===== src/rtl/core/rfp_pkg.sv =====
// ----------------------------------------------------------------------------
// rfp_pkg
// Shared types and constants of the radio frame parser.
// ----------------------------------------------------------------------------
package rfp_pkg;

	localparam logic [1:0] REG_CODE_DELIM  = 2'd0;
	localparam logic [1:0] REG_START_DELIM = 2'd1;
	localparam logic [1:0] REG_CHECK_DELIM = 2'd2;
	localparam logic [1:0] REG_END_DELIM   = 2'd3;

	localparam logic [7:0] CODE_DELIM_RST  = 8'd35;
	localparam logic [7:0] START_DELIM_RST = 8'd36;
	localparam logic [7:0] CHECK_DELIM_RST = 8'd38;
	localparam logic [7:0] END_DELIM_RST   = 8'd59;

	localparam logic [7:0] ASCII_ZERO = 8'd48;
	localparam logic [7:0] ASCII_NINE = 8'd57;

	typedef enum logic [1:0] {
		MODE_IDLE,
		MODE_CODE,
		MODE_PAYLOAD,
		MODE_CHECK
	} mode_t;

	typedef enum logic [1:0] {
		EM_RUN,
		EM_READ,
		EM_LOAD,
		EM_EMPTY
	} emit_t;

	typedef struct packed {
		logic [7:0] code_delim;
		logic [7:0] start_delim;
		logic [7:0] check_delim;
		logic [7:0] end_delim;
	} delim_t;

	typedef struct packed {
		logic       en;
		logic [7:0] data;
	} store_wr_t;

	typedef struct packed {
		logic       fire;
		logic       empty;
		logic [7:0] code;
	} frame_done_t;

endpackage


===== src/rtl/core/rfp_if.sv =====
// ----------------------------------------------------------------------------
// rfp_if
// Channel interfaces of the radio frame parser: byte in, result out, config.
// ----------------------------------------------------------------------------
interface rfp_byte_if;
	logic       valid;
	logic       ready;
	logic [7:0] rx_byte;
	modport source (output valid, output rx_byte, input ready);
	modport sink (input valid, input rx_byte, output ready);
endinterface

interface rfp_out_if;
	logic       valid;
	logic       ready;
	logic [7:0] payload_byte;
	logic       is_last;
	logic       is_empty;
	logic [7:0] packet_code;
	modport source (output valid, output payload_byte, output is_last,
		output is_empty, output packet_code, input ready);
	modport sink (input valid, input payload_byte, input is_last,
		input is_empty, input packet_code, output ready);
endinterface

interface rfp_cfg_if;
	logic       valid;
	logic       ready;
	logic [1:0] index;
	logic [7:0] data;
	modport source (output valid, output index, output data, input ready);
	modport sink (input valid, input index, input data, output ready);
endinterface


===== src/rtl/core/rfp_parse.sv =====
// ----------------------------------------------------------------------------
// rfp_parse
// Section tracking, payload store writes, length digits and frame check.
// ----------------------------------------------------------------------------
module rfp_parse
	import rfp_pkg::*;
#(
	parameter int PAYLOAD_MAX  = 32,
	parameter int CHECK_DIGITS = 3,
	parameter int AW = (PAYLOAD_MAX > 1) ? $clog2(PAYLOAD_MAX) : 1,
	parameter int CW = $clog2(PAYLOAD_MAX + 1)
) (
	input  logic              clk,
	input  logic              arst_n,
	input  logic              accept,
	input  logic [7:0]        rx_byte,
	input  delim_t            delim,
	output store_wr_t         wr,
	output logic [AW-1:0]     wr_addr,
	output frame_done_t       done,
	output logic [CW-1:0]     done_len
);

	mode_t         mode_q, mode_d;
	logic [7:0]    cur_code_q, cur_code_d;
	logic [7:0]    dlv_code_q, dlv_code_d;
	logic [CW-1:0] count_q, count_d;
	logic [CW-1:0] text_q, text_d;
	logic          zero_seen_q, zero_seen_d;
	logic          ovf_q, ovf_d;
	logic [9:0]    check_q, check_d;
	logic [1:0]    digits_q, digits_d;
	logic          stopped_q, stopped_d;

	logic is_code, is_start, is_check, is_end, is_plain, is_digit, pass;
	logic [9:0] digit_val;

	assign is_code  = rx_byte == delim.code_delim;
	assign is_start = !is_code && rx_byte == delim.start_delim;
	assign is_check = !is_code && !is_start && rx_byte == delim.check_delim;
	assign is_end   = !is_code && !is_start && !is_check && rx_byte == delim.end_delim;
	assign is_plain = !is_code && !is_start && !is_check && !is_end;
	assign is_digit = rx_byte >= ASCII_ZERO && rx_byte <= ASCII_NINE;
	assign digit_val = {6'd0, 4'(rx_byte - ASCII_ZERO)};
	assign pass = !ovf_q && check_q == 10'(text_q) && cur_code_q != dlv_code_q;

	assign wr_addr  = count_q[AW-1:0];
	assign done_len = text_q;

	always_comb begin
		mode_d      = mode_q;
		cur_code_d  = cur_code_q;
		dlv_code_d  = dlv_code_q;
		count_d     = count_q;
		text_d      = text_q;
		zero_seen_d = zero_seen_q;
		ovf_d       = ovf_q;
		check_d     = check_q;
		digits_d    = digits_q;
		stopped_d   = stopped_q;
		wr.en       = 1'b0;
		wr.data     = rx_byte;
		done.fire   = 1'b0;
		done.empty  = text_q == '0;
		done.code   = cur_code_q;
		if (accept) begin
			if (is_code) begin
				mode_d      = MODE_CODE;
				count_d     = '0;
				text_d      = '0;
				zero_seen_d = 1'b0;
				ovf_d       = 1'b0;
				check_d     = '0;
				digits_d    = '0;
				stopped_d   = 1'b0;
			end else if (is_start) begin
				if (mode_q == MODE_CODE) begin
					mode_d = MODE_PAYLOAD;
				end
			end else if (is_check) begin
				if (mode_q == MODE_PAYLOAD) begin
					mode_d = MODE_CHECK;
				end
			end else if (is_end) begin
				if (mode_q == MODE_CHECK) begin
					mode_d = MODE_IDLE;
					if (pass) begin
						dlv_code_d = cur_code_q;
						done.fire  = 1'b1;
					end
				end
			end else begin
				case (mode_q)
					MODE_CODE: begin
						cur_code_d = rx_byte;
					end
					MODE_PAYLOAD: begin
						if (count_q < CW'(PAYLOAD_MAX)) begin
							wr.en   = 1'b1;
							count_d = count_q + 1'b1;
							if (!zero_seen_q) begin
								if (rx_byte == 8'd0) begin
									zero_seen_d = 1'b1;
								end else begin
									text_d = text_q + 1'b1;
								end
							end
						end else begin
							ovf_d = 1'b1;
						end
					end
					MODE_CHECK: begin
						if (!stopped_q && digits_q < 2'(CHECK_DIGITS)) begin
							if (is_digit) begin
								check_d  = 10'(check_q * 10'd10) + digit_val;
								digits_d = digits_q + 1'b1;
							end else begin
								stopped_d = 1'b1;
							end
						end
					end
					default: begin
					end
				endcase
			end
		end
	end

	always_ff @(posedge clk or negedge arst_n) begin
		if (!arst_n) begin
			mode_q      <= MODE_IDLE;
			cur_code_q  <= '0;
			dlv_code_q  <= '0;
			count_q     <= '0;
			text_q      <= '0;
			zero_seen_q <= 1'b0;
			ovf_q       <= 1'b0;
			check_q     <= '0;
			digits_q    <= '0;
			stopped_q   <= 1'b0;
		end else begin
			mode_q      <= mode_d;
			cur_code_q  <= cur_code_d;
			dlv_code_q  <= dlv_code_d;
			count_q     <= count_d;
			text_q      <= text_d;
			zero_seen_q <= zero_seen_d;
			ovf_q       <= ovf_d;
			check_q     <= check_d;
			digits_q    <= digits_d;
			stopped_q   <= stopped_d;
		end
	end

	a_text_le_count: assert property (@(posedge clk) disable iff (!arst_n)
		text_q <= count_q) else $error("text length beyond stored bytes");

	a_ovf_full: assert property (@(posedge clk) disable iff (!arst_n)
		ovf_q |-> count_q == CW'(PAYLOAD_MAX)) else $error("overflow before store full");

	a_fire_in_check: assert property (@(posedge clk) disable iff (!arst_n)
		done.fire |-> mode_q == MODE_CHECK && accept) else $error("frame done outside check");

	a_fire_delivered: assert property (@(posedge clk) disable iff (!arst_n)
		done.fire |=> dlv_code_q == $past(cur_code_q) && mode_q == MODE_IDLE)
		else $error("delivered code not updated");

endmodule


===== src/rtl/core/radio_frame_parser_top.sv =====
// ----------------------------------------------------------------------------
// radio_frame_parser_top
// Byte-serial packet deframer with a payload store and result read-out.
//
//   channel   dir   handshake      payload
//   rx        in    valid/ready    rx_byte
//   pkt       out   valid/ready    payload_byte, is_last, is_empty, packet_code
//   cfg       in    valid/ready    index, data (delimiter registers)
//
// rx is held off while a packet is read out
// read-out walks the store with one registered read per result, then loads the
// output register; the next read waits until that result is loaded
// an empty packet sends one is_empty item; stalled pkt holds the output register
// the last result may wait in the output register while new bytes are taken
// reset clears control state only; the store needs no clearing pass
// ----------------------------------------------------------------------------
module radio_frame_parser_top
	import rfp_pkg::*;
#(
	parameter int PAYLOAD_MAX  = 32,
	parameter int CHECK_DIGITS = 3
) (
	input  logic  clk,
	input  logic  arst_n,
	rfp_byte_if.sink  rx,
	rfp_out_if.source pkt,
	rfp_cfg_if.sink   cfg
);

	localparam int AW = (PAYLOAD_MAX > 1) ? $clog2(PAYLOAD_MAX) : 1;
	localparam int CW = $clog2(PAYLOAD_MAX + 1);

	delim_t        delim_q;
	store_wr_t     wr;
	logic [AW-1:0] wr_addr;
	frame_done_t   done;
	logic [CW-1:0] done_len;

	emit_t         state_q, state_d;
	logic [CW-1:0] rd_cnt_q;
	logic [CW-1:0] len_q;
	logic [7:0]    code_q;
	logic [7:0]    rdata_s1;
	logic [7:0]    store_mem [PAYLOAD_MAX];

	logic          ovalid_q;
	logic [7:0]    obyte_q;
	logic          olast_q;
	logic          oempty_q;
	logic [7:0]    ocode_q;

	logic accept, slot_free, rd_en, load_byte, load_empty, rd_last;

	assign cfg.ready = 1'b1;

	always_ff @(posedge clk or negedge arst_n) begin
		if (!arst_n) begin
			delim_q.code_delim  <= CODE_DELIM_RST;
			delim_q.start_delim <= START_DELIM_RST;
			delim_q.check_delim <= CHECK_DELIM_RST;
			delim_q.end_delim   <= END_DELIM_RST;
		end else if (cfg.valid) begin
			case (cfg.index)
				REG_CODE_DELIM:  delim_q.code_delim  <= cfg.data;
				REG_START_DELIM: delim_q.start_delim <= cfg.data;
				REG_CHECK_DELIM: delim_q.check_delim <= cfg.data;
				REG_END_DELIM:   delim_q.end_delim   <= cfg.data;
				default: begin
				end
			endcase
		end
	end

	assign accept = rx.valid && rx.ready;

	rfp_parse #(
		.PAYLOAD_MAX  (PAYLOAD_MAX),
		.CHECK_DIGITS (CHECK_DIGITS),
		.AW           (AW),
		.CW           (CW)
	) u_parse (
		.clk      (clk),
		.arst_n   (arst_n),
		.accept   (accept),
		.rx_byte  (rx.rx_byte),
		.delim    (delim_q),
		.wr       (wr),
		.wr_addr  (wr_addr),
		.done     (done),
		.done_len (done_len)
	);

	// payload store
	always_ff @(posedge clk) begin
		if (wr.en) begin
			store_mem[wr_addr] <= wr.data;
		end
		if (rd_en) begin
			rdata_s1 <= store_mem[rd_cnt_q[AW-1:0]];
		end
	end

	assign slot_free = !ovalid_q || pkt.ready;
	assign rd_last   = (rd_cnt_q + 1'b1) == len_q;

	always_comb begin
		state_d = state_q;
		case (state_q)
			EM_RUN: begin
				if (done.fire) begin
					state_d = done.empty ? EM_EMPTY : EM_READ;
				end
			end
			EM_READ: begin
				state_d = EM_LOAD;
			end
			EM_LOAD: begin
				if (slot_free) begin
					state_d = rd_last ? EM_RUN : EM_READ;
				end
			end
			EM_EMPTY: begin
				if (slot_free) begin
					state_d = EM_RUN;
				end
			end
			default: begin
				state_d = EM_RUN;
			end
		endcase
	end

	always_comb begin
		rx.ready   = 1'b0;
		rd_en      = 1'b0;
		load_byte  = 1'b0;
		load_empty = 1'b0;
		case (state_q)
			EM_RUN:   rx.ready   = 1'b1;
			EM_READ:  rd_en      = 1'b1;
			EM_LOAD:  load_byte  = slot_free;
			EM_EMPTY: load_empty = slot_free;
			default: begin
			end
		endcase
	end

	always_ff @(posedge clk or negedge arst_n) begin
		if (!arst_n) begin
			state_q  <= EM_RUN;
			rd_cnt_q <= '0;
			len_q    <= '0;
			code_q   <= '0;
			ovalid_q <= 1'b0;
		end else begin
			state_q <= state_d;
			if (done.fire) begin
				rd_cnt_q <= '0;
				len_q    <= done_len;
				code_q   <= done.code;
			end else if (load_byte) begin
				rd_cnt_q <= rd_cnt_q + 1'b1;
			end
			if (load_byte || load_empty) begin
				ovalid_q <= 1'b1;
			end else if (pkt.ready) begin
				ovalid_q <= 1'b0;
			end
		end
	end

	always_ff @(posedge clk) begin
		if (load_byte) begin
			obyte_q  <= rdata_s1;
			olast_q  <= rd_last;
			oempty_q <= 1'b0;
			ocode_q  <= code_q;
		end else if (load_empty) begin
			obyte_q  <= 8'd0;
			olast_q  <= 1'b1;
			oempty_q <= 1'b1;
			ocode_q  <= code_q;
		end
	end

	assign pkt.valid        = ovalid_q;
	assign pkt.payload_byte = obyte_q;
	assign pkt.is_last      = olast_q;
	assign pkt.is_empty     = oempty_q;
	assign pkt.packet_code  = ocode_q;

	a_fire_when_run: assert property (@(posedge clk) disable iff (!arst_n)
		done.fire |-> state_q == EM_RUN) else $error("frame done during read-out");

	a_rd_in_range: assert property (@(posedge clk) disable iff (!arst_n)
		(state_q == EM_READ || state_q == EM_LOAD) |-> rd_cnt_q < len_q)
		else $error("read-out index beyond payload");

	a_load_shows: assert property (@(posedge clk) disable iff (!arst_n)
		(load_byte || load_empty) |=> ovalid_q) else $error("loaded item not shown");

	a_empty_last: assert property (@(posedge clk) disable iff (!arst_n)
		(ovalid_q && oempty_q) |-> olast_q) else $error("empty item without last");

endmodule


===== src/flat_wrapper.sv =====
// flat-port wrapper written by rule: the top's interface ports become plain ports
module radio_frame_parser_top_flat import rfp_pkg::*;
#(
	parameter int PAYLOAD_MAX  = 32,
	parameter int CHECK_DIGITS = 3
)
  (clk, arst_n, rx_valid, rx_rx_byte, rx_ready, pkt_valid, pkt_payload_byte, pkt_is_last, pkt_is_empty, pkt_packet_code, pkt_ready, cfg_valid, cfg_index, cfg_data, cfg_ready);
  rfp_byte_if rx_i ();
  rfp_out_if pkt_i ();
  rfp_cfg_if cfg_i ();
  input  logic clk;
  input  logic arst_n;
  input wire logic [$bits(rx_i.valid)-1:0] rx_valid;
  input wire logic [$bits(rx_i.rx_byte)-1:0] rx_rx_byte;
  output wire logic [$bits(rx_i.ready)-1:0] rx_ready;
  output wire logic [$bits(pkt_i.valid)-1:0] pkt_valid;
  output wire logic [$bits(pkt_i.payload_byte)-1:0] pkt_payload_byte;
  output wire logic [$bits(pkt_i.is_last)-1:0] pkt_is_last;
  output wire logic [$bits(pkt_i.is_empty)-1:0] pkt_is_empty;
  output wire logic [$bits(pkt_i.packet_code)-1:0] pkt_packet_code;
  input wire logic [$bits(pkt_i.ready)-1:0] pkt_ready;
  input wire logic [$bits(cfg_i.valid)-1:0] cfg_valid;
  input wire logic [$bits(cfg_i.index)-1:0] cfg_index;
  input wire logic [$bits(cfg_i.data)-1:0] cfg_data;
  output wire logic [$bits(cfg_i.ready)-1:0] cfg_ready;
  assign rx_i.valid = rx_valid;
  assign rx_i.rx_byte = rx_rx_byte;
  assign rx_ready = rx_i.ready;
  assign pkt_valid = pkt_i.valid;
  assign pkt_payload_byte = pkt_i.payload_byte;
  assign pkt_is_last = pkt_i.is_last;
  assign pkt_is_empty = pkt_i.is_empty;
  assign pkt_packet_code = pkt_i.packet_code;
  assign pkt_i.ready = pkt_ready;
  assign cfg_i.valid = cfg_valid;
  assign cfg_i.index = cfg_index;
  assign cfg_i.data = cfg_data;
  assign cfg_ready = cfg_i.ready;
  radio_frame_parser_top #(.PAYLOAD_MAX(PAYLOAD_MAX), .CHECK_DIGITS(CHECK_DIGITS)) u_core (.clk(clk), .arst_n(arst_n), .rx(rx_i), .pkt(pkt_i), .cfg(cfg_i));
endmodule

===== config.mk =====
export PLATFORM = sky130hd
export DESIGN_NAME = radio_frame_parser_top_flat
export DESIGN_NICKNAME = d
export VERILOG_FILES = /design/src/rtl/core/rfp_pkg.sv /design/src/rtl/core/rfp_if.sv /design/src/rtl/core/rfp_parse.sv /design/src/rtl/core/radio_frame_parser_top.sv /design/src/flat_wrapper.sv
export SDC_FILE = /design/constraint.sdc
export NUM_CORES = 1
export LEC_CHECK = 0
export BUFFER_PORTS_ARGS = -buffer_cell sky130_fd_sc_hd__clkbuf_2
export CAP_MARGIN = 20
export CORE_ASPECT_RATIO = 0.8
export CORE_MARGIN = 1
export CORE_UTILIZATION = 25
export CTS_CLUSTER_SIZE = 20
export DETAILED_ROUTE_END_ITERATION = 7
export PLACE_DENSITY = 0.44
export REMOVE_ABC_BUFFERS = 1
export SYNTH_ARGS = -nofsm -noshare
export SYNTH_HDL_FRONTEND = slang
export SYNTH_SLANG_ARGS = --single-unit

===== constraint.sdc =====
create_clock -name clk -period 2.5 [get_ports clk]
set_input_delay 0.75 -clock clk [delete_from_list [all_inputs] [get_ports clk]]
set_output_delay 0.75 -clock clk [all_outputs]
set_load 0.02 [all_outputs]

==> qor.txt, run 1 <==
status: complete, no violations
Worst setup EP type: flop
ys async rst share: 26.2%
Switching Fraction: 28.9%
vias in the first global route: 8,934
I/O Buffers: 42
Filler cells: 6,200
I/O Pins: 44
Max-slew headroom: 53.0%
Critical Path RT: 2.81 ns
total grt overflow: 0
setup ws final: 0.00332 ns
Die H: 229 µm
Cells after Synth: 905
detailed-route wire length per cell: 20.5 µm
Hold Vio Cnt, Final: 0
CP Launch Point: u_core.rd_cnt_q[0]$_DFFE_PN0P_
count of flip-flops with a built-in enable after synthesis: 281
CTS Buf Count: 42
launching point of the worst reg2reg path: u_core.rd_cnt_q[0]$_DFFE_PN0P_
Die W: 286 µm
GP Congestion: 0.781
LEAKAGE: 7.21 nW
Multi-input gate area: 5000 µm²
clock sink count: 382
switching power total: 0.00537 W
Routed WL: 40,000 µm
Setup CP Type: reg -> reg
synth-to-layout area growth: 23.4%
layout cell share with drive strength beyond 1: 39.5%
Core Footprint: 63,200 µm²
CTS Hold Buffers Added: 0
residual DRC count: 0
clock power share: 32.6%
total power: 0.0186 W
via-per-instance ratio: 4.39
Cell variety after synth: 54
P_int: 0.0132 W
pre-CTS setup slack: -0.552 ns
initial antenna violation count: 6
Syn Area/Cell: 17.8 µm²
root buffer cell: clkbuf_16
CTS tree: yes
first-pass GRT wire length: 59,900 µm
Max Slew Vio Count: 0
#FFs+latches synth: 382
Total GRT Usage: 12.3%
DR vias: 8,589
Tcrit/Tclk final: 99.9%
Cell Area, Placed: 18,300 µm²
Final nets: 1,126
Seq/Total Area, Yosys: 68.2%
utilization after layout: 31.5%
Cell Pwr Density: 936 nW/µm²
Std-Cell Rows: 82
Worst Max-Slew Pin Slew: 0.704 ns
initial drt markers: 627
Most Frequent Cell on Critical Path: mux4_2
CP max stage cell: mux4_2
RSZ-0062 raised after global routing: yes
Comb pwr share: 26.3%
Reg area: 11,000 µm²
cells along the critical path: buf_4 -> mux4_2 -> mux4_2 -> mux2_2
ANT nets after route: 0
CTS max path bufs: 3
min cycle time layout: 2.50 ns
Peak VDD IR: 556 µV
TritonRoute pass-1 iters: 5
post-DP HPWL: 27,000 µm
Finished Layout Cells: 1,955
Final Cell Area: 19,900 µm²
maximum operating frequency: 401 MHz
Arr. time, crit path: 2.80 ns
yosys warns: 0
clk_lat worst skew: 0.56 ns
Die ar.: 65,400 µm²
FF-to-FF path depth: 4
CP max FO: 6
max-cap violations: 0
clock-pin slew on the worst setup and hold paths: 0.06 ns
sequential group share of total power: 41.1%
# setup viols final: 0
cell area after synthesis: 16,100 µm²
clk_skew: 0.0328 ns
Startpoint Class: flop
ys flop type: edfxtp_1
Placed Cells: 1,870
Hold Crit Class: in -> async
largest net degree at the start of global routing: 43
Max H-tree Level: 2
CP max stage delay: 0.62 ns
Initial Utilization: 25.5%
[cell usage in the layout (no fill, tap or decap), types with 19 or more instances in the layout]
| cell | synthesis | routed |
|---|---|---|
| mux4_2 | 80 | 80 |
| nor2_2 | 0 | 20 |
| clkbuf_2 | 0 | 41 |
| clkbuf_16 | 0 | 42 |
| mux2_2 | 70 | 69 |
| dfrtp_1 | 87 | 85 |
| xnor2_1 | 37 | 36 |
| nand2_1 | 19 | 19 |
| ha_1 | 22 | 21 |
| nor2_1 | 47 | 24 |
| edfxtp_1 | 281 | 281 |
| buf_6 | 4 | 27 |
| buf_4 | 3 | 87 |
| xor2_1 | 32 | 31 |
[cells in the mapped netlist, types with 2 or more instances]
cell type	instances	share of area, %
inv_1	12	0.28
or4_1	4	0.19
or2_2	3	0.12
dfrtp_1	87	14
buf_2	12	0.37
buf_6	4	0.28
a21o_1	4	0.19
mux2_4	3	0.28
buf_4	3	0.14
o211ai_1	3	0.14
buf_1	5	0.12
ha_1	22	1.7
xor2_1	32	1.7
nor4_4	2	0.26
o21ai_0	13	0.40
edfxtp_1	281	52
xnor2_1	37	2.0
nor3b_1	2	0.093
clkbuf_1	16	0.37
o21a_1	3	0.14
a22o_1	11	0.60
fa_1	2	0.25
nand2b_1	4	0.16
o31ai_1	5	0.23
dfstp_2	13	2.1
mux4_2	80	11
and3_1	2	0.078
nor4_1	9	0.35
nor2_1	47	1.1
nand3b_1	4	0.19
a31oi_1	3	0.12
or3_1	7	0.27
nand3_1	16	0.50
nor3_1	5	0.16
nand2_1	19	0.44
mux2_2	70	4.9
a21oi_1	15	0.47
and2_1	18	0.70
nand4_1	12	0.47
[per-layer routing]
metal	global-route usage, %	part of all wire (%)	up-vias
met5	0	0.067	-
li1	-	-	3885
met3	3.60	6.5	52
met2	16.9	41	179
met1	18.9	51	4469
met4	2.42	1.3	4
[final cells by class]
class | count | area share (%)
Clock buffer | 58 | 5.74
Antenna cell | 2 | 0.0252
Multi-Input combinational cell | 471 | 25.1
Timing Repair Buffer | 170 | 7.36
Sequential cell | 382 | 55.2
Clock inverter | 20 | 0.976
Tap cell | 840 | 5.29
Inverter | 12 | 0.227
[through the flow]
stage	TNS (ns)	hold WS, ns
2_1_floorplan	-54.49	0.419
3_3_place_gp	-148.02	0.429
3_5_place_dp	-150.19	0.431
4_1_cts	-0.00210	0.181
5_1_grt	-0.398	0.207
6_report	0	0.191
[registers in the layout, indices dropped and copies added (netlist names), 2 cells and up]
register / flops
u_core.u_parse.count_q: 6
u_core.u_parse.dlv_code_q: 8
u_core.u_parse.check_q: 10
u_core.u_parse.mode_q: 2
u_core.pkt.payload_byte: 8
u_core.pkt.packet_code: 8
u_core.delim_q: 32
u_core.u_parse.digits_q: 2
u_core.rd_cnt_q: 6
u_core.rdata_s1: 8
u_core.store_mem: 256
u_core.u_parse.cur_code_q: 8
u_core.u_parse.done_len: 6
u_core.state_q: 2
u_core.code_q: 8
u_core.len_q: 6
[power by group through the flow]
stage                     registers, W  logic, W  clock network [W]
final                          0.00764   0.00489            0.00606
after detailed placement       0.00777   0.00489                  0
after floorplan                0.00822   0.00247                  0
after global routing           0.00769   0.00525            0.00649
after global placement         0.00777   0.00490                  0
after CTS                      0.00765   0.00491            0.00623
[critical path, delay by kind of cell, from the launching register on]
family / cells / cell delay (ns)
buffers and inverters: 1 / 0.19
flip-flops: 1 / 0.53
multiplexers: 3 / 1.54
[final timing paths]
path | end | slack (ns)
min | u_core.delim_q[26]$_DFFE_PN0P_ | 0.19
min reg2reg | u_core.pkt.packet_code[1]$_DFFE_PP_ | 0.44
max | u_core.rdata_s1[7]$_DFFE_PP_ | 0.003
min in group clk | u_core.pkt.packet_code[1]$_DFFE_PP_ | 0.44
max reg2reg | u_core.rdata_s1[7]$_DFFE_PP_ | 0.003
max in group asynchronous | u_core.code_q[5]$_DFFE_PN0P_ | 1.69
[kinds of logic (layout without fill, tap and decap cells)]
kind of cell               after synthesis  after routing  share of synthesized area, %
DFF                                    382            382                          68.2
and+or+nand+nor                        161            161                          5.47
muxes                                  153            153                          16.4
xor gates and xnor gates                70             70                          3.89
AOI/OAI and AO/OA                       62             62                          2.56
buffers and inverters                   52            260                          1.56
adders and majority gates               24             24                          1.96
other                                    1              3                        0.0233
[what timing repair did]
item,in CTS,in global routing
buffers inserted,2,3
resized for setup,4,59
pin swaps,2,6
endpoints found under the setup margin,270,281
Note: power is estimated with default switching activity, not from simulation.
==> inputs of run 2 (changes only) <==
PLACE_DENSITY = 0.43   (was 0.44)
clock period = 2.6 ns   (was 2.5 ns; I/O delays follow)
==> qor.txt, run 2 (same netlist as run 1, synthesis figures left out) <==
clock-pin slew on the worst setup and hold paths: 0.06 ns
Max H-tree Level: 2
Worst Max-Slew Pin Slew: 0.714 ns
initial drt markers: 681
Std-Cell Rows: 82
CP max FO: 26
sequential group share of total power: 41.6%
post-DP HPWL: 27,700 µm
status: complete, no violations
first-pass GRT wire length: 60,100 µm
pre-CTS setup slack: -0.527 ns
FF-to-FF path depth: 4
most frequent cells in the layout: 281 x edfxtp_1, 114 x buf_4, 85 x dfrtp_1, 80 x mux4_2, 70 x mux2_2
Arr. time, crit path: 2.96 ns
CTS tree: yes
Most Frequent Cell on Critical Path: nand4_1
detailed-route wire length per cell: 20.7 µm
Routed WL: 40,200 µm
worst path buffer plus inverter count: 3
Setup CP Type: in -> reg
max-cap violations: 0
Switching Fraction: 28.9%
Min Hold Slack: 0.211 ns
CP max stage cell: or3_1
CTS Buf Count: 40
Core Footprint: 63,200 µm²
Total GRT Usage: 12.4%
Hold Crit Class: in -> async
LEAKAGE: 7.10 nW
Tcrit/Tclk final: 98.0%
Comb pwr share: 27.3%
CTS Hold Buffers Added: 0
maximum operating frequency: 392 MHz
I/O Buffers: 42
Startpoint Class: input pin
synth-to-layout area growth: 21.3%
Die H: 229 µm
setup ws final: 0.0512 ns
Initial Utilization: 25.5%
clock sink count: 382
initial antenna violation count: 1
ANT nets after route: 0
Die W: 286 µm
root buffer cell: clkbuf_16
# setup viols final: 0
Hold Vio Cnt, Final: 0
Die ar.: 65,400 µm²
cells along the critical path: clkbuf_2 -> buf_4 -> xnor2_1 -> nand4_1 -> nor2_4 -> nand4_1 -> or3_1 -> buf_12 -> mux2_4
diode count: 0
via-per-instance ratio: 4.39
Max-slew headroom: 52.3%
residual DRC count: 0
CP max stage delay: 0.44 ns
Peak VDD IR: 434 µV
layout cell share with drive strength beyond 1: 36.5%
TritonRoute pass-1 iters: 5
Biggest register: u_core.store_mem
total grt overflow: 0
Worst setup EP type: flop
Critical Path RT: 3.01 ns
Cell Pwr Density: 900 nW/µm²
I/O Pins: 44
CTS max path bufs: 3
registers with the most flip-flops: u_core.store_mem x256, u_core.delim_q x32, u_core.u_parse.check_q x10
DR vias: 8,547
clock power share: 31.1%
P_int: 0.0125 W
max reg flops: 256
crit-path leading delay family: simple AND/OR/NAND/NOR gates
switching power total: 0.00508 W
Final nets: 1,123
largest net degree at the start of global routing: 39
clk_lat worst skew: 0.53 ns
min cycle time layout: 2.55 ns
most common cell after layout, fill and taps aside: edfxtp_1
GP Congestion: 0.786
critical path depth in cells: 9
vias in the first global route: 8,880
Max Slew Vio Count: 0
clk_skew: 0.0122 ns
## run 2: final timing paths
path | from | endpoint | slack, ns
max in group asynchronous | arst_n | u_core.delim_q[9]$_DFFE_PN1P_ | 1.73
min reg2reg | u_core.code_q[3]$_DFFE_PN0P_ | u_core.pkt.packet_code[3]$_DFFE_PP_ | 0.44
max | rx_rx_byte[2] | u_core.u_parse.dlv_code_q[4]$_DFFE_PN0P_ | 0.05
min | arst_n | u_core.len_q[5]$_DFFE_PN0P_ | 0.21
max reg2reg | u_core.rd_cnt_q[0]$_DFFE_PN0P_ | u_core.rdata_s1[4]$_DFFE_PP_ | 0.11
min in group clk | u_core.code_q[3]$_DFFE_PN0P_ | u_core.pkt.packet_code[3]$_DFFE_PP_ | 0.44
## run 2: repair_timing
action | CTS | global route
endpoints found under the hold margin | 0 | 0
pin swaps | 0 | 7
endpoints found under the setup margin | 1 | 302
resized for setup | 1 | 3
setup buffers | 0 | 3
cloned | 0 | 0
## run 2: per-stage QoR
stage                     total power, W  TNS [ns]  utilization, %  area (µm²)  instances
after floorplan                   0.0103    -33.32               -       15900        865
after global placement            0.0123   -143.75            28.9       18300       1871
after detailed placement          0.0123   -144.94            28.9       18300       1871
after CTS                         0.0178         0            30.8       19500       1943
after global routing              0.0184   -0.0390            30.9       19500       1946
final                             0.0176         0            30.9       19500       1946
## run 2: power groups by stage
stage / sequential, W / combinational, W / clock [W]
floorplan: 0.00791 / 0.00237 / 0
global route: 0.00735 / 0.00517 / 0.00586
detailed placement: 0.00743 / 0.00487 / 0
finish: 0.00730 / 0.00480 / 0.00546
global placement: 0.00743 / 0.00487 / 0
CTS: 0.00731 / 0.00488 / 0.00563
## run 2: area by class of cell
class | instances | area [µm²]
tap | 840 | 1050
clock buffer | 53 | 1080
clock inverter | 19 | 140
inverter | 12 | 45.0
multi-input combinational | 471 | 4890
fill | 6204 | 43700
sequential | 382 | 11000
timing repair buffer | 169 | 1340
## run 2: layer usage
metal	GRT usage [%]	vias up	part of all wire, %
met1	19.6	4474	52
met2	16.7	146	41
li1	-	3872	-
met4	2.52	2	1.6
met3	3.19	53	5.6
met5	0	-	0.032
## run 2: worst reg2reg max path, cell delays in order, from the launching register on
cell     delay (ns)
dfrtp_4        0.44
buf_12         0.24
mux4_2         0.61
mux4_2         0.61
mux2_2         0.33
==> inputs of run 3 (changes only) <==
==> constraint.sdc (replaced) <==
create_clock -name clk -period 2.5 [get_ports clk]
set_input_delay 0.125 -clock clk [delete_from_list [all_inputs] [get_ports clk]]
set_output_delay 0.125 -clock clk [all_outputs]
set_load 0.02 [all_outputs]
==> qor.txt, run 3 (same netlist as run 1, synthesis figures left out) <==
status: complete, no violations
Die H: 229 µm
CP max FO: 13
min cycle time layout: 2.47 ns
Core Footprint: 63,200 µm²
Comb pwr share: 26.3%
setup ws final: 0.0276 ns
DR vias: 8,518
detailed-route wire length per cell: 20.1 µm
switching power total: 0.00519 W
layout cell share with drive strength beyond 1: 36.3%
Die ar.: 65,400 µm²
root buffer cell: clkbuf_16
Max H-tree Level: 2
# setup viols final: 0
Critical Path RT: 2.82 ns
CTS Buf Count: 43
Setup CP Type: reg -> reg
CTS tree: yes
CP max stage delay: 0.56 ns
diode count: 0
total grt overflow: 0
maximum operating frequency: 404 MHz
most common cell after layout, fill and taps aside: edfxtp_1
Switching Fraction: 28.6%
max reg flops: 256
Routed WL: 39,200 µm
CTS max path bufs: 3
worst path buffer plus inverter count: 2
Filler cells: 6,272
crit-path leading delay family: multiplexers
Startpoint Class: flop
cells along the critical path: buf_4 -> clkbuf_16 -> mux4_2 -> mux4_2 -> mux2_2
largest net degree at the start of global routing: 50
Worst Max-Slew Pin Slew: 0.734 ns
initial drt markers: 658
clk_skew: 0.0274 ns
Std-Cell Rows: 82
Worst setup EP type: flop
I/O Buffers: 42
residual DRC count: 0
LEAKAGE: 7.13 nW
Die W: 286 µm
Most Frequent Cell on Critical Path: mux4_2
Max Slew Vio Count: 0
Tcrit/Tclk final: 98.9%
Hold Crit Class: in -> async
post-DP HPWL: 25,700 µm
Cell Pwr Density: 924 nW/µm²
TritonRoute pass-1 iters: 5
RSZ-0062 raised after global routing: yes
registers with the most flip-flops: u_core.store_mem x256, u_core.delim_q x32, u_core.u_parse.check_q x10
synth-to-layout area growth: 22.0%
via-per-instance ratio: 4.37
Biggest register: u_core.store_mem
pre-CTS setup slack: -0.0539 ns
Arr. time, crit path: 2.79 ns
clock power share: 31.8%
initial antenna violation count: 7
Initial Utilization: 25.5%
total power: 0.0182 W
sequential group share of total power: 41.9%
clk_lat worst skew: 0.57 ns
Final nets: 1,121
first-pass GRT wire length: 58,900 µm
GP Congestion: 0.759
clock-pin slew on the worst setup and hold paths: 0.07 ns
vias in the first global route: 8,793
ANT nets after route: 0
Total GRT Usage: 12.2%
max-cap violations: 0
most frequent cells in the layout: 281 x edfxtp_1, 95 x buf_4, 85 x dfrtp_1, 80 x mux4_2, 70 x mux2_2
I/O Pins: 44
Hold Vio Cnt, Final: 0
clock sink count: 382
P_int: 0.0130 W
Peak VDD IR: 422 µV
utilization after layout: 31.1%
CP max stage cell: mux4_2
Max-slew headroom: 50.9%
## run 3: worst paths after layout
check	start	to	slack (ns)	depth (start not counted)
worst max register to register	u_core.rd_cnt_q[0]$_DFFE_PN0P_	u_core.rdata_s1[7]$_DFFE_PP_	0.03	5
max in group asynchronous	arst_n	u_core.code_q[6]$_DFFE_PN0P_	1.76	3
worst min register to register	u_core.code_q[0]$_DFFE_PN0P_	u_core.pkt.packet_code[0]$_DFFE_PP_	0.44	0
worst min-delay path	arst_n	u_core.rd_cnt_q[4]$_DFFE_PN0P_	0.04	2
worst max-delay path	u_core.rd_cnt_q[0]$_DFFE_PN0P_	u_core.rdata_s1[7]$_DFFE_PP_	0.03	5
min in group clk	rx_valid	u_core.u_parse.ovf_q$_DFFE_PN0P_	0.15	4
## run 3: area by class of cell
class / count / area [µm²] / area share, %
repair buffers: 164 / 1350 / 6.87
clock buffers: 58 / 1150 / 5.87
flip-flops and latches: 382 / 11000 / 55.9
clock inverters: 20 / 109 / 0.554
inverters: 12 / 45.0 / 0.229
well taps: 840 / 1050 / 5.35
multi-input cells: 471 / 4960 / 25.2
## run 3: power by group through the flow
stage	clock network [W]	registers, W	logic [W]
2_1_floorplan	0	0.00822	0.00247
3_3_place_gp	0	0.00773	0.00460
4_1_cts	0.00599	0.00761	0.00465
3_5_place_dp	0	0.00774	0.00462
6_report	0.00578	0.00761	0.00477
5_1_grt	0.00625	0.00766	0.00516
## run 3: timing repair
item / CTS / global route
setup buffers: 1 / 4
pin swaps: 1 / 8
endpoints found under the hold margin: 125 / 0
gates resized for setup: 2 / 23
endpoints found under the setup margin: 1 / 76
hold buffers: 11 / 0
cloned: 0 / 2
## run 3: through the flow
step / cell area (µm²) / TNS, ns / cells / hold slack (ns)
2_1_floorplan: 15900 / -23.69 / 865 / -0.171
3_3_place_gp: 18100 / -0.0667 / 1852 / 0.0906
3_5_place_dp: 18100 / -0.0539 / 1852 / 0.0913
4_1_cts: 19500 / 0 / 1942 / 0.0101
5_1_grt: 19700 / -0.754 / 1947 / 0.0449
6_report: 19700 / 0 / 1947 / 0.0362
## run 3: metal layers
metal	vias up	wire, µm	GRT usage [%]	share of wire, %
met2	167	16500	16.9	42
met5	-	35	0	0.089
met3	59	2030	2.89	5.2
met1	4401	19900	18.6	51
met4	6	714	3.43	1.8
li1	3885	-	-	-
## run 3: worst reg2reg max path: cells and delay by family, from the launching register on
family / cells / cell delay [ns]
buffers and inverters: 2 / 0.36
flip-flops: 1 / 0.48
multiplexers: 3 / 1.39
